<file path="src/sv/spq_pkg.sv">
// ----------------------------------------------------------------------------
// spq_pkg: shared types and constants for the sorted priority queue.
// Holds the entry layout, the control word passed along the cell row and
// the operation and error codes.
// ----------------------------------------------------------------------------
package spq_pkg;

  localparam int PRIO_W  = 7;
  localparam int CHAR_W  = 8;
  localparam int ERR_W   = 2;
  localparam int COUNT_W = 5;

  // Operation carried in the input word's tuser bit.
  localparam logic OP_ENQUEUE = 1'b0;
  localparam logic OP_DEQUEUE = 1'b1;

  // Error codes reported with each result.
  localparam logic [ERR_W-1:0] ERR_OK    = 2'd0;
  localparam logic [ERR_W-1:0] ERR_EMPTY = 2'd1;
  localparam logic [ERR_W-1:0] ERR_FULL  = 2'd2;

  // One held entry.
  typedef struct packed {
    logic [PRIO_W-1:0] prio;
    logic [CHAR_W-1:0] ch;
  } entry_t;

  // Update command broadcast to every cell.
  typedef struct packed {
    logic ins;
    logic del;
  } ctl_t;

endpackage

</file>
<file path="src/sv/sorted_priority_queue_core.sv">
// Result: a result word appears in the cycle after its input word is accepted.
// Throughput: one word per cycle unless out_tready holds back the result word;
// the whole row of slot cells updates at once on an enqueue or dequeue.
// Reset: synchronous, active low; clears the occupancy count and the output
// valid flag. Slot contents are not cleared and are only read once written.
// ----------------------------------------------------------------------------
// sorted_priority_queue_core: sorted priority queue of character entries.
// A row of slot cells keeps entries in nondecreasing priority, ties in arrival
// order; enqueue inserts in place, dequeue returns and removes the head.
// ----------------------------------------------------------------------------
module sorted_priority_queue_core #(
  parameter int DEPTH = 16
) (
  input  logic        clk,
  input  logic        rst_n,
  input  logic        in_tvalid,
  output logic        in_tready,
  input  logic [15:0] in_tdata,   // [6:0] in_prio, [14:7] in_char, [15] zero
  input  logic        in_tuser,   // [0] op
  output logic        out_tvalid,
  input  logic        out_tready,
  output logic [23:0] out_tdata,  // [6:0] out_prio, [14:7] out_char,
                                  // [16:15] error_code, [21:17] entry_count,
                                  // [22] is_empty, [23] is_full
  output logic        out_tuser   // [0] out_valid
);
  import spq_pkg::*;

  localparam int CW = $clog2(DEPTH + 1);

  logic          accept;
  logic          op;
  entry_t        new_ent;
  logic [CW-1:0] occ_r;
  logic [CW-1:0] occ_nxt;
  logic          full;
  logic          empty;
  ctl_t          ctl;
  logic [ERR_W-1:0] err;

  entry_t        ents   [DEPTH];
  logic          shifts [DEPTH];

  logic          out_tvalid_r;
  logic          res_valid_r;
  entry_t        res_ent_r;
  logic [ERR_W-1:0] res_err_r;
  logic [COUNT_W-1:0] res_count_r;
  logic          res_empty_r;
  logic          res_full_r;
  logic [CW+COUNT_W-1:0] occ_ext;

  // Input word decode and handshake.
  assign in_tready   = !out_tvalid_r || out_tready;
  assign accept      = in_tvalid && in_tready;
  assign op          = in_tuser;
  assign new_ent.prio = in_tdata[PRIO_W-1:0];
  assign new_ent.ch   = in_tdata[PRIO_W+CHAR_W-1:PRIO_W];

  assign full  = (occ_r == CW'(DEPTH));
  assign empty = (occ_r == '0);

  // Commands to the cell row, with overflow and underflow blocked.
  always_comb begin
    ctl.ins = 1'b0;
    ctl.del = 1'b0;
    err     = ERR_OK;
    occ_nxt = occ_r;
    if (accept) begin
      if (op == OP_ENQUEUE) begin
        if (full) begin
          err = ERR_FULL;
        end else begin
          ctl.ins = 1'b1;
          occ_nxt = occ_r + 1'b1;
        end
      end else begin
        if (empty) begin
          err = ERR_EMPTY;
        end else begin
          ctl.del = 1'b1;
          occ_nxt = occ_r - 1'b1;
        end
      end
    end
  end

  // Row of slot cells, slot 0 is the head.
  for (genvar i = 0; i < DEPTH; i++) begin : g_cell
    logic   in_use;
    logic   left_shift;
    entry_t left_ent;
    entry_t right_ent;

    assign in_use = (occ_r > CW'(i));

    if (i == 0) begin : g_head
      assign left_shift = 1'b0;
      assign left_ent   = new_ent;
    end else begin : g_body
      assign left_shift = shifts[i-1];
      assign left_ent   = ents[i-1];
    end

    if (i == DEPTH - 1) begin : g_tail
      assign right_ent = ents[i];
    end else begin : g_inner
      assign right_ent = ents[i+1];
    end

    spq_cell u_cell (
      .clk        (clk),
      .ctl        (ctl),
      .in_use     (in_use),
      .new_ent    (new_ent),
      .left_ent   (left_ent),
      .left_shift (left_shift),
      .right_ent  (right_ent),
      .shift_out  (shifts[i]),
      .ent_out    (ents[i])
    );
  end

  // Occupancy count and output valid.
  always_ff @(posedge clk) begin
    if (!rst_n) begin
      occ_r        <= '0;
      out_tvalid_r <= 1'b0;
    end else begin
      occ_r <= occ_nxt;
      if (accept) begin
        out_tvalid_r <= 1'b1;
      end else if (out_tready) begin
        out_tvalid_r <= 1'b0;
      end
    end
  end

  assign occ_ext = {{COUNT_W{1'b0}}, occ_nxt};

  // Result word register.
  always_ff @(posedge clk) begin
    if (accept) begin
      res_valid_r <= ctl.del;
      res_ent_r   <= ctl.del ? ents[0] : '0;
      res_err_r   <= err;
      res_count_r <= occ_ext[COUNT_W-1:0];
      res_empty_r <= (occ_nxt == '0);
      res_full_r  <= (occ_nxt == CW'(DEPTH));
    end
  end

  assign out_tvalid = out_tvalid_r;
  assign out_tuser  = res_valid_r;
  assign out_tdata  = {res_full_r, res_empty_r, res_count_r, res_err_r,
                       res_ent_r.ch, res_ent_r.prio};

endmodule

</file>
<file path="src/sv/spq_cell.sv">
// ----------------------------------------------------------------------------
// spq_cell: one slot of the sorted queue.
// On an insert the cell keeps its entry, takes the new one, or takes its
// left neighbour's entry when the insertion point lies to its left. On a
// removal it takes its right neighbour's entry.
// ----------------------------------------------------------------------------
module spq_cell (
  input  logic           clk,
  input  spq_pkg::ctl_t  ctl,
  input  logic           in_use,
  input  spq_pkg::entry_t new_ent,
  input  spq_pkg::entry_t left_ent,
  input  logic           left_shift,
  input  spq_pkg::entry_t right_ent,
  output logic           shift_out,
  output spq_pkg::entry_t ent_out
);
  import spq_pkg::*;

  entry_t ent_r;
  entry_t ent_nxt;

  // An unused slot, or one less urgent than the new entry, moves back.
  assign shift_out = !in_use || (ent_r.prio > new_ent.prio);
  assign ent_out   = ent_r;

  // Select the slot's next entry.
  always_comb begin
    ent_nxt = ent_r;
    if (ctl.ins) begin
      if (left_shift) begin
        ent_nxt = left_ent;
      end else if (shift_out) begin
        ent_nxt = new_ent;
      end
    end else if (ctl.del) begin
      ent_nxt = right_ent;
    end
  end

  // Payload storage needs no reset.
  always_ff @(posedge clk) begin
    ent_r <= ent_nxt;
  end

endmodule

</file>
<file path="config.mk">
export PLATFORM = sky130hd
export DESIGN_NAME = sorted_priority_queue_core
export DESIGN_NICKNAME = d
export VERILOG_FILES = /design/src/sv/spq_pkg.sv /design/src/sv/sorted_priority_queue_core.sv /design/src/sv/spq_cell.sv
export SDC_FILE = /design/constraint.sdc
export NUM_CORES = 1
export LEC_CHECK = 0
export BUFFER_PORTS_ARGS = -buffer_cell sky130_fd_sc_hd__buf_2
export CAP_MARGIN = 20
export CORE_ASPECT_RATIO = 2
export CORE_UTILIZATION = 40
export CTS_CLUSTER_SIZE = 30
export DETAILED_ROUTE_END_ITERATION = 10
export GPL_ROUTABILITY_DRIVEN = 0
export HOLD_SLACK_MARGIN = 0.03
export PLACE_DENSITY = 0.64
export SLEW_MARGIN = 20
export SYNTH_ARGS = -nofsm -noshare
export SYNTH_HDL_FRONTEND = slang
export SYNTH_SLANG_ARGS = --single-unit
</file>
<file path="constraint.sdc">
create_clock -name clk -period 3.43 [get_ports clk]
set_clock_uncertainty 0.1 [all_clocks]
set_input_delay 0.5145 -clock clk [delete_from_list [all_inputs] [get_ports clk]]
set_output_delay 0.5145 -clock clk [all_outputs]
set_load 0.01 [all_outputs]
</file>
==> results.cfg, run 1 <==
[synth]
yosys_register_bits = 271
synth_top_area_share_pct = 49.3
yosysMostFrequentCell = edfxtp_1
synth_seq_area_share_pct = 50.1
ys_top_cells_by_count = edfxtp_1, nand2b_1, o221a_1
synthTopCellsByArea = edfxtp_1, ha_1, o221a_1
netlist_instances = 1345
synth_edf_count = 265
async_flop_share_pct = 0
synth_cell_types = 70
syn_nets = 1484
syn_area_per_cell_um2 = 12.0
synth_area_um2 = 16100
synth_top_area_cell = edfxtp_1
ys.flop_type = edfxtp_1
yosys_warnings = 0

[sta]
slew_headroom_pct = 47.9
finalSetupTns_ns = 0
hold_viol_final = 0
finalCritPeriodShare_pct = 89.1
drv_slew = 0
min_period_ns = 3.06
tightest_slew_ns = 0.781
rsz0062_at_grt = false
fmax_mhz = 327
setup_violations = 0

[outcome]
status = complete, no violations

[drt]
vias = 11300
post-route-drc-count = 0
post_drt_wl_per_cell_um = 22.3
detail_route.iter0.violations = 709
drtPass1Iterations = 5
vias_per_cell = 5.78
totalWireLength_um = 43600
ant_nets = 0

[worst_hold_path]
hold_path.class = in -> reg

[worst_setup_path]
path_class = reg -> reg
required_ns = 3.64
cp-start-kind = flip-flop
crit_arrival_ns = 3.27
critPathCaptureType = flip-flop
crit_fanout = 22

[placed_design]
portBuffers = 46
dp_hpwl_um = 33700

[clock_tree]
postCtsSetupRepairBufs = 0
clkSinkCount = 271
htree_levels = 1
clkTransAtPathRegs_ns = 0.07
cts-root-buf = clkbuf_16
clk_path_buf_depth = 3
clk_latency_ns = 0.56
cts_buffers = 26
cts_resized = 0
cts_hold_buf = 0
cts_tree = built

[floorplan]
rows = 103
pin_count = 48
core_area_um2 = 39600
dieArea_um2 = 41200
die_w_um = 144
die_h_um = 286
start_util_pct = 40.8

[global_routing]
grtUsageTotal_pct = 21.7
overflow = 0
grt_pass1_wl_um = 67500
antenna_found_initial = 5
grt_max_degree = 106
grt_pass1_vias = 11800

[pwr]
worst_ir_drop_vdd_uv = 325
power_leakage_nw = 6.76
power_density_nw_per_um2 = 524
finalPower_mw = 9.54

[cells_and_area]
drive_above_1_share_pct = 18.2
final_net_count = 1539
syn_to_final_growth_pct = 12.8

[job]
maxCapViolCount = 0
-- metrics by stage --
| step | cell area (um2) | instances | setup WS, ns | util (%) | hold WS [ns] |
|---|---|---|---|---|---|
| 6_report | 18200 | 1949 | 0.373 | 46.0 | 0.136 |
| 5_1_grt | 18200 | 1949 | 0.180 | 46.0 | 0.151 |
| 4_1_cts | 18200 | 1945 | 0.376 | 46.0 | 0.126 |
| 3_5_place_dp | 17300 | 1897 | 0.0447 | 43.7 | 0.437 |
| 3_3_place_gp | 17300 | 1897 | 0.0737 | 43.7 | 0.438 |
| 2_1_floorplan | 16100 | 1345 | 0.0875 | - | 0.417 |
-- per-layer routing --
metal	GRT usage [%]	wire, um	up-vias
met1	20.8	15000	5477
met5	0	0	-
met2	41.0	23800	278
li1	-	-	5374
met4	16.8	3200	0
met3	2.59	1490	136
-- where the power goes --
group | switching (mW) | internal [mW]
sequential | 0.258 | 4.19
combinational | 1.15 | 0.910
clock | 1.39 | 1.65
-- cells in the final DEF (no fill, tap or decap), types with 40 or more instances in the layout --
cell type and n:
o221a_1 125, buf_2 46, nand2_1 118, buf_4 57
nor2_1 48, o221a_2 40, nand2b_1 155, edfxtp_1 265
a21oi_1 41, ha_1 118
-- registers in the layout, indices dropped and copies added, names as in the netlist --
name / count
out_tdata: 15
res_empty_r: 1
res_count_r: 5
g_cell.u_cell.ent_out: 240
res_err_r: 2
res_full_r: 1
occ_r: 5
out_tvalid: 1
out_tuser: 1
-- critical path, stage by stage, from the launching register on --
cell and delay [ns]:
dfxtp_1 0.53, inv_1 0.16, ha_1 0.30, nand4bb_1 0.22, nand3_4 0.25, buf_4 0.31
o31a_1 0.57, o221a_1 0.36
-- path summary, 6_finish.rpt --
| check | startpoint | end | slack (ns) | cells after the start |
|---|---|---|---|---|
| setup / recovery | occ_r[0] | g_cell[13].u_cell.ent_out[7] | 0.37 | 7 |
| hold / removal | rst_n | occ_r[2] | 0.14 | 2 |
| setup reg to reg | occ_r[0] | g_cell[13].u_cell.ent_out[7] | 0.37 | 7 |
| hold reg to reg | g_cell[1].u_cell.ent_out[2] | g_cell[0].u_cell.ent_out[2] | 0.46 | 2 |
-- layout make-up --
cell class              instances  area (um2)
well taps                     525         657
diodes                          4        10.0
inverters                      35         131
clock inverters                22         235
clock buffers                  26         651
repair buffers                115         898
multi-input cells             951        7540
fillers                      3602       21400
flip-flops and latches        271        8080
-- cells by family after synthesis --
logic type               Yosys count  synth area share [%]
multiplexers                      64                  4.26
buffers and inverters            123                  3.33
AO/OA/AOI/OAI                    327                  18.4
adder cells (fa/ha/maj)          118                  9.15
flip-flops                       271                  50.1
AND/OR/NAND/NOR                  442                  14.8
No activity file was read; power rests on OpenSTA's default activity.
==> run 2, diff against run 1 <==
Settings changed: REMOVE_ABC_BUFFERS set to 1.
Clock period 3.43 ns to 2.79 ns, I/O delays scaled along.
==> run 2 against run 1 <==
  * Clock power up 32%
  * Final area up 4.8%
  * Highest routed layer unchanged
  * Global-route usage down 0.34 points
  * Largest cell class unchanged
  * Critical endpoint is now g_cell[10].u_cell.ent_out[9]
==> results.cfg, run 2 (synthesis gave the netlist of run 1 again) <==
[worst_hold_path]
whs_path_depth = 3
min_to = out_tvalid
min_from = out_tready
hold_path.class = in -> reg

[worst_setup_path]
worst-path-buf-inv = 2
worst_path_most_repeated_cell = a31oi_1
rr_endpoint = g_cell[10].u_cell.ent_out[9]
cp_top_family = compound AO/OA/AOI/OAI gates
path_cells = ha_1 -> nand4_1 -> a21o_1 -> a31oi_1 -> buf_4 -> nor3_1 -> a31oi_1 -> buf_12
required_ns = 2.96
path_class = reg -> reg
crit_path_top_delay_cell = edfxtp_1
slowest_delay_ns = 0.44
crit_arrival_ns = 2.83
critPathCaptureType = flip-flop
r2r_slack_ns = 0.13
r2r-start = g_cell[9].u_cell.ent_out[12]
crit_fanout = 15
ff2ff_path_depth = 8
cp-start-kind = flip-flop

[floorplan]
dieArea_um2 = 41200
rows = 103
start_util_pct = 40.8
die_w_um = 144
die_h_um = 286
core_area_um2 = 39600
pin_count = 48

[cells_and_area]
final_common_cell = edfxtp_1
syn_to_final_growth_pct = 18.2
largest_register_ffs = 240
utilization_pct = 48.2
final_cell_mix = edfxtp_1, nand2b_1, o221a_1
final_net_count = 1598
fin_area_um2 = 19100
drive_above_1_share_pct = 21.2
finalNonFillerCells = 2003
fillCellCount = 3521

[global_routing]
grtUsageTotal_pct = 21.4
overflow = 0
grt_pass1_vias = 12200
antenna_found_initial = 1
grt_pass1_wl_um = 67200
grt_max_degree = 70

[sta]
tightest_slew_ns = 0.650
drv_slew = 0
hold_viol_final = 0
min_period_ns = 2.66
finalCritPeriodShare_pct = 95.5
slew_headroom_pct = 56.0
rsz0062_at_grt = false
setup_violations = 0
fmax_mhz = 375

[pwr]
finalPower_mw = 12.3
p_sw_mw = 3.47
combPwrFrac_pct = 23.3
internal_power_mw = 8.84
power_frac_clock_pct = 32.5
power_density_nw_per_um2 = 645
pwr-share-seq_pct = 44.2
worst_ir_drop_vdd_uv = 378
power_leakage_nw = 7.21
p_sw_share_pct = 28.2

[drt]
post-route-drc-count = 0
vias = 11600
ant_nets = 0
vias_per_cell = 5.81
detail_route.iter0.violations = 646
post_drt_wl_per_cell_um = 21.4
totalWireLength_um = 42800
drtPass1Iterations = 6

[clock_tree]
clkSinkCount = 271
cts_tree = built
postCtsSetupRepairBufs = 0
clk_path_buf_depth = 3
htree_levels = 1
cts-root-buf = clkbuf_16
clk_latency_ns = 0.57
clkTransAtPathRegs_ns = 0.07
cts_buffers = 25

[placed_design]
portBuffers = 46
dp_hpwl_um = 33400
dpl.cell_count = 1955
place_area_um2 = 18100

[job]
maxCapViolCount = 0

[outcome]
status = complete, no violations
run 2: cell count changes in the layout (fill, tap and decap cells not counted), moves of 2 or more:
cell and change:
inv_8 -2, diode_2 -3, buf_12 +30, clkinvlp_4 -4, bufinv_16 +4, buf_4 +28
run 2: metal layers:
metal / wire [um] / track usage (%) / part of all wire, % / vias to the layer above
li1: - / - / - / 5495
met1: 14500 / 21.1 / 34 / 5689
met2: 24000 / 40.6 / 56 / 297
met3: 1240 / 2.09 / 2.9 / 161
met4: 3110 / 15.2 / 7.3 / 0
met5: 0 / 0 / 0 / -
run 2: power groups by stage:
stage               clock (mW)  combinational (mW)  sequential [mW]
floorplan                    0                1.72             5.43
global placement             0                2.74             5.52
detailed placement           0                2.86             5.53
CTS                       4.08                2.87             5.45
global route              4.20                3.14             5.50
finish                    4.00                2.86             5.44
run 2: how the worst max path moves through the flow:
stage                                        end  depth (start not counted)  slack, ns                     startpoint
floorplan            g_cell[2].u_cell.ent_out[0]                          6      -3.23                       occ_r[0]
global placement    g_cell[15].u_cell.ent_out[4]                         13      -0.21                    in_tdata[2]
detailed placement   g_cell[4].u_cell.ent_out[3]                         12      -0.18                    in_tdata[2]
CTS                  g_cell[2].u_cell.ent_out[4]                          8       0.12   g_cell[1].u_cell.ent_out[10]
global route        g_cell[15].u_cell.ent_out[3]                          9       0.04  g_cell[14].u_cell.ent_out[12]
finish              g_cell[10].u_cell.ent_out[9]                          8       0.13   g_cell[9].u_cell.ent_out[12]
run 2: timing repair:
| item | CTS | global route |
|---|---|---|
| gates resized for setup | 0 | 1 |
| hold buffers | 1 | 0 |
| endpoints found under the hold margin | 1 | 0 |
| setup endpoints to repair | 0 | 19 |
run 2: per-stage QoR:
step	worst slack [ns]	hold slack [ns]	setup TNS, ns
after floorplan	-3.23	0.417	-1042.97
after global placement	-0.208	0.437	-31.90
after detailed placement	-0.184	0.432	-40.22
after CTS	0.119	0.0790	0
after global routing	0.0378	0.0968	0
final	0.126	0.0842	0
run 2: final cells by class:
cell class                 instances  area, um2  share of cell area [%]
antenna                            1       2.50                  0.0131
clock buffer                      26        629                    3.30
clock inverter                    19        297                    1.55
inverter                          35        131                   0.689
multi-input combinational        952       7560                    39.6
sequential                       271       8080                    42.4
tap                              525        657                    3.44
timing repair buffer             174       1720                    9.01
run 2: tightest hold or removal path, cell delays in order:
cell and delay [ns]:
buf_2 0.08, nor2b_1 0.06, o21a_1 0.16
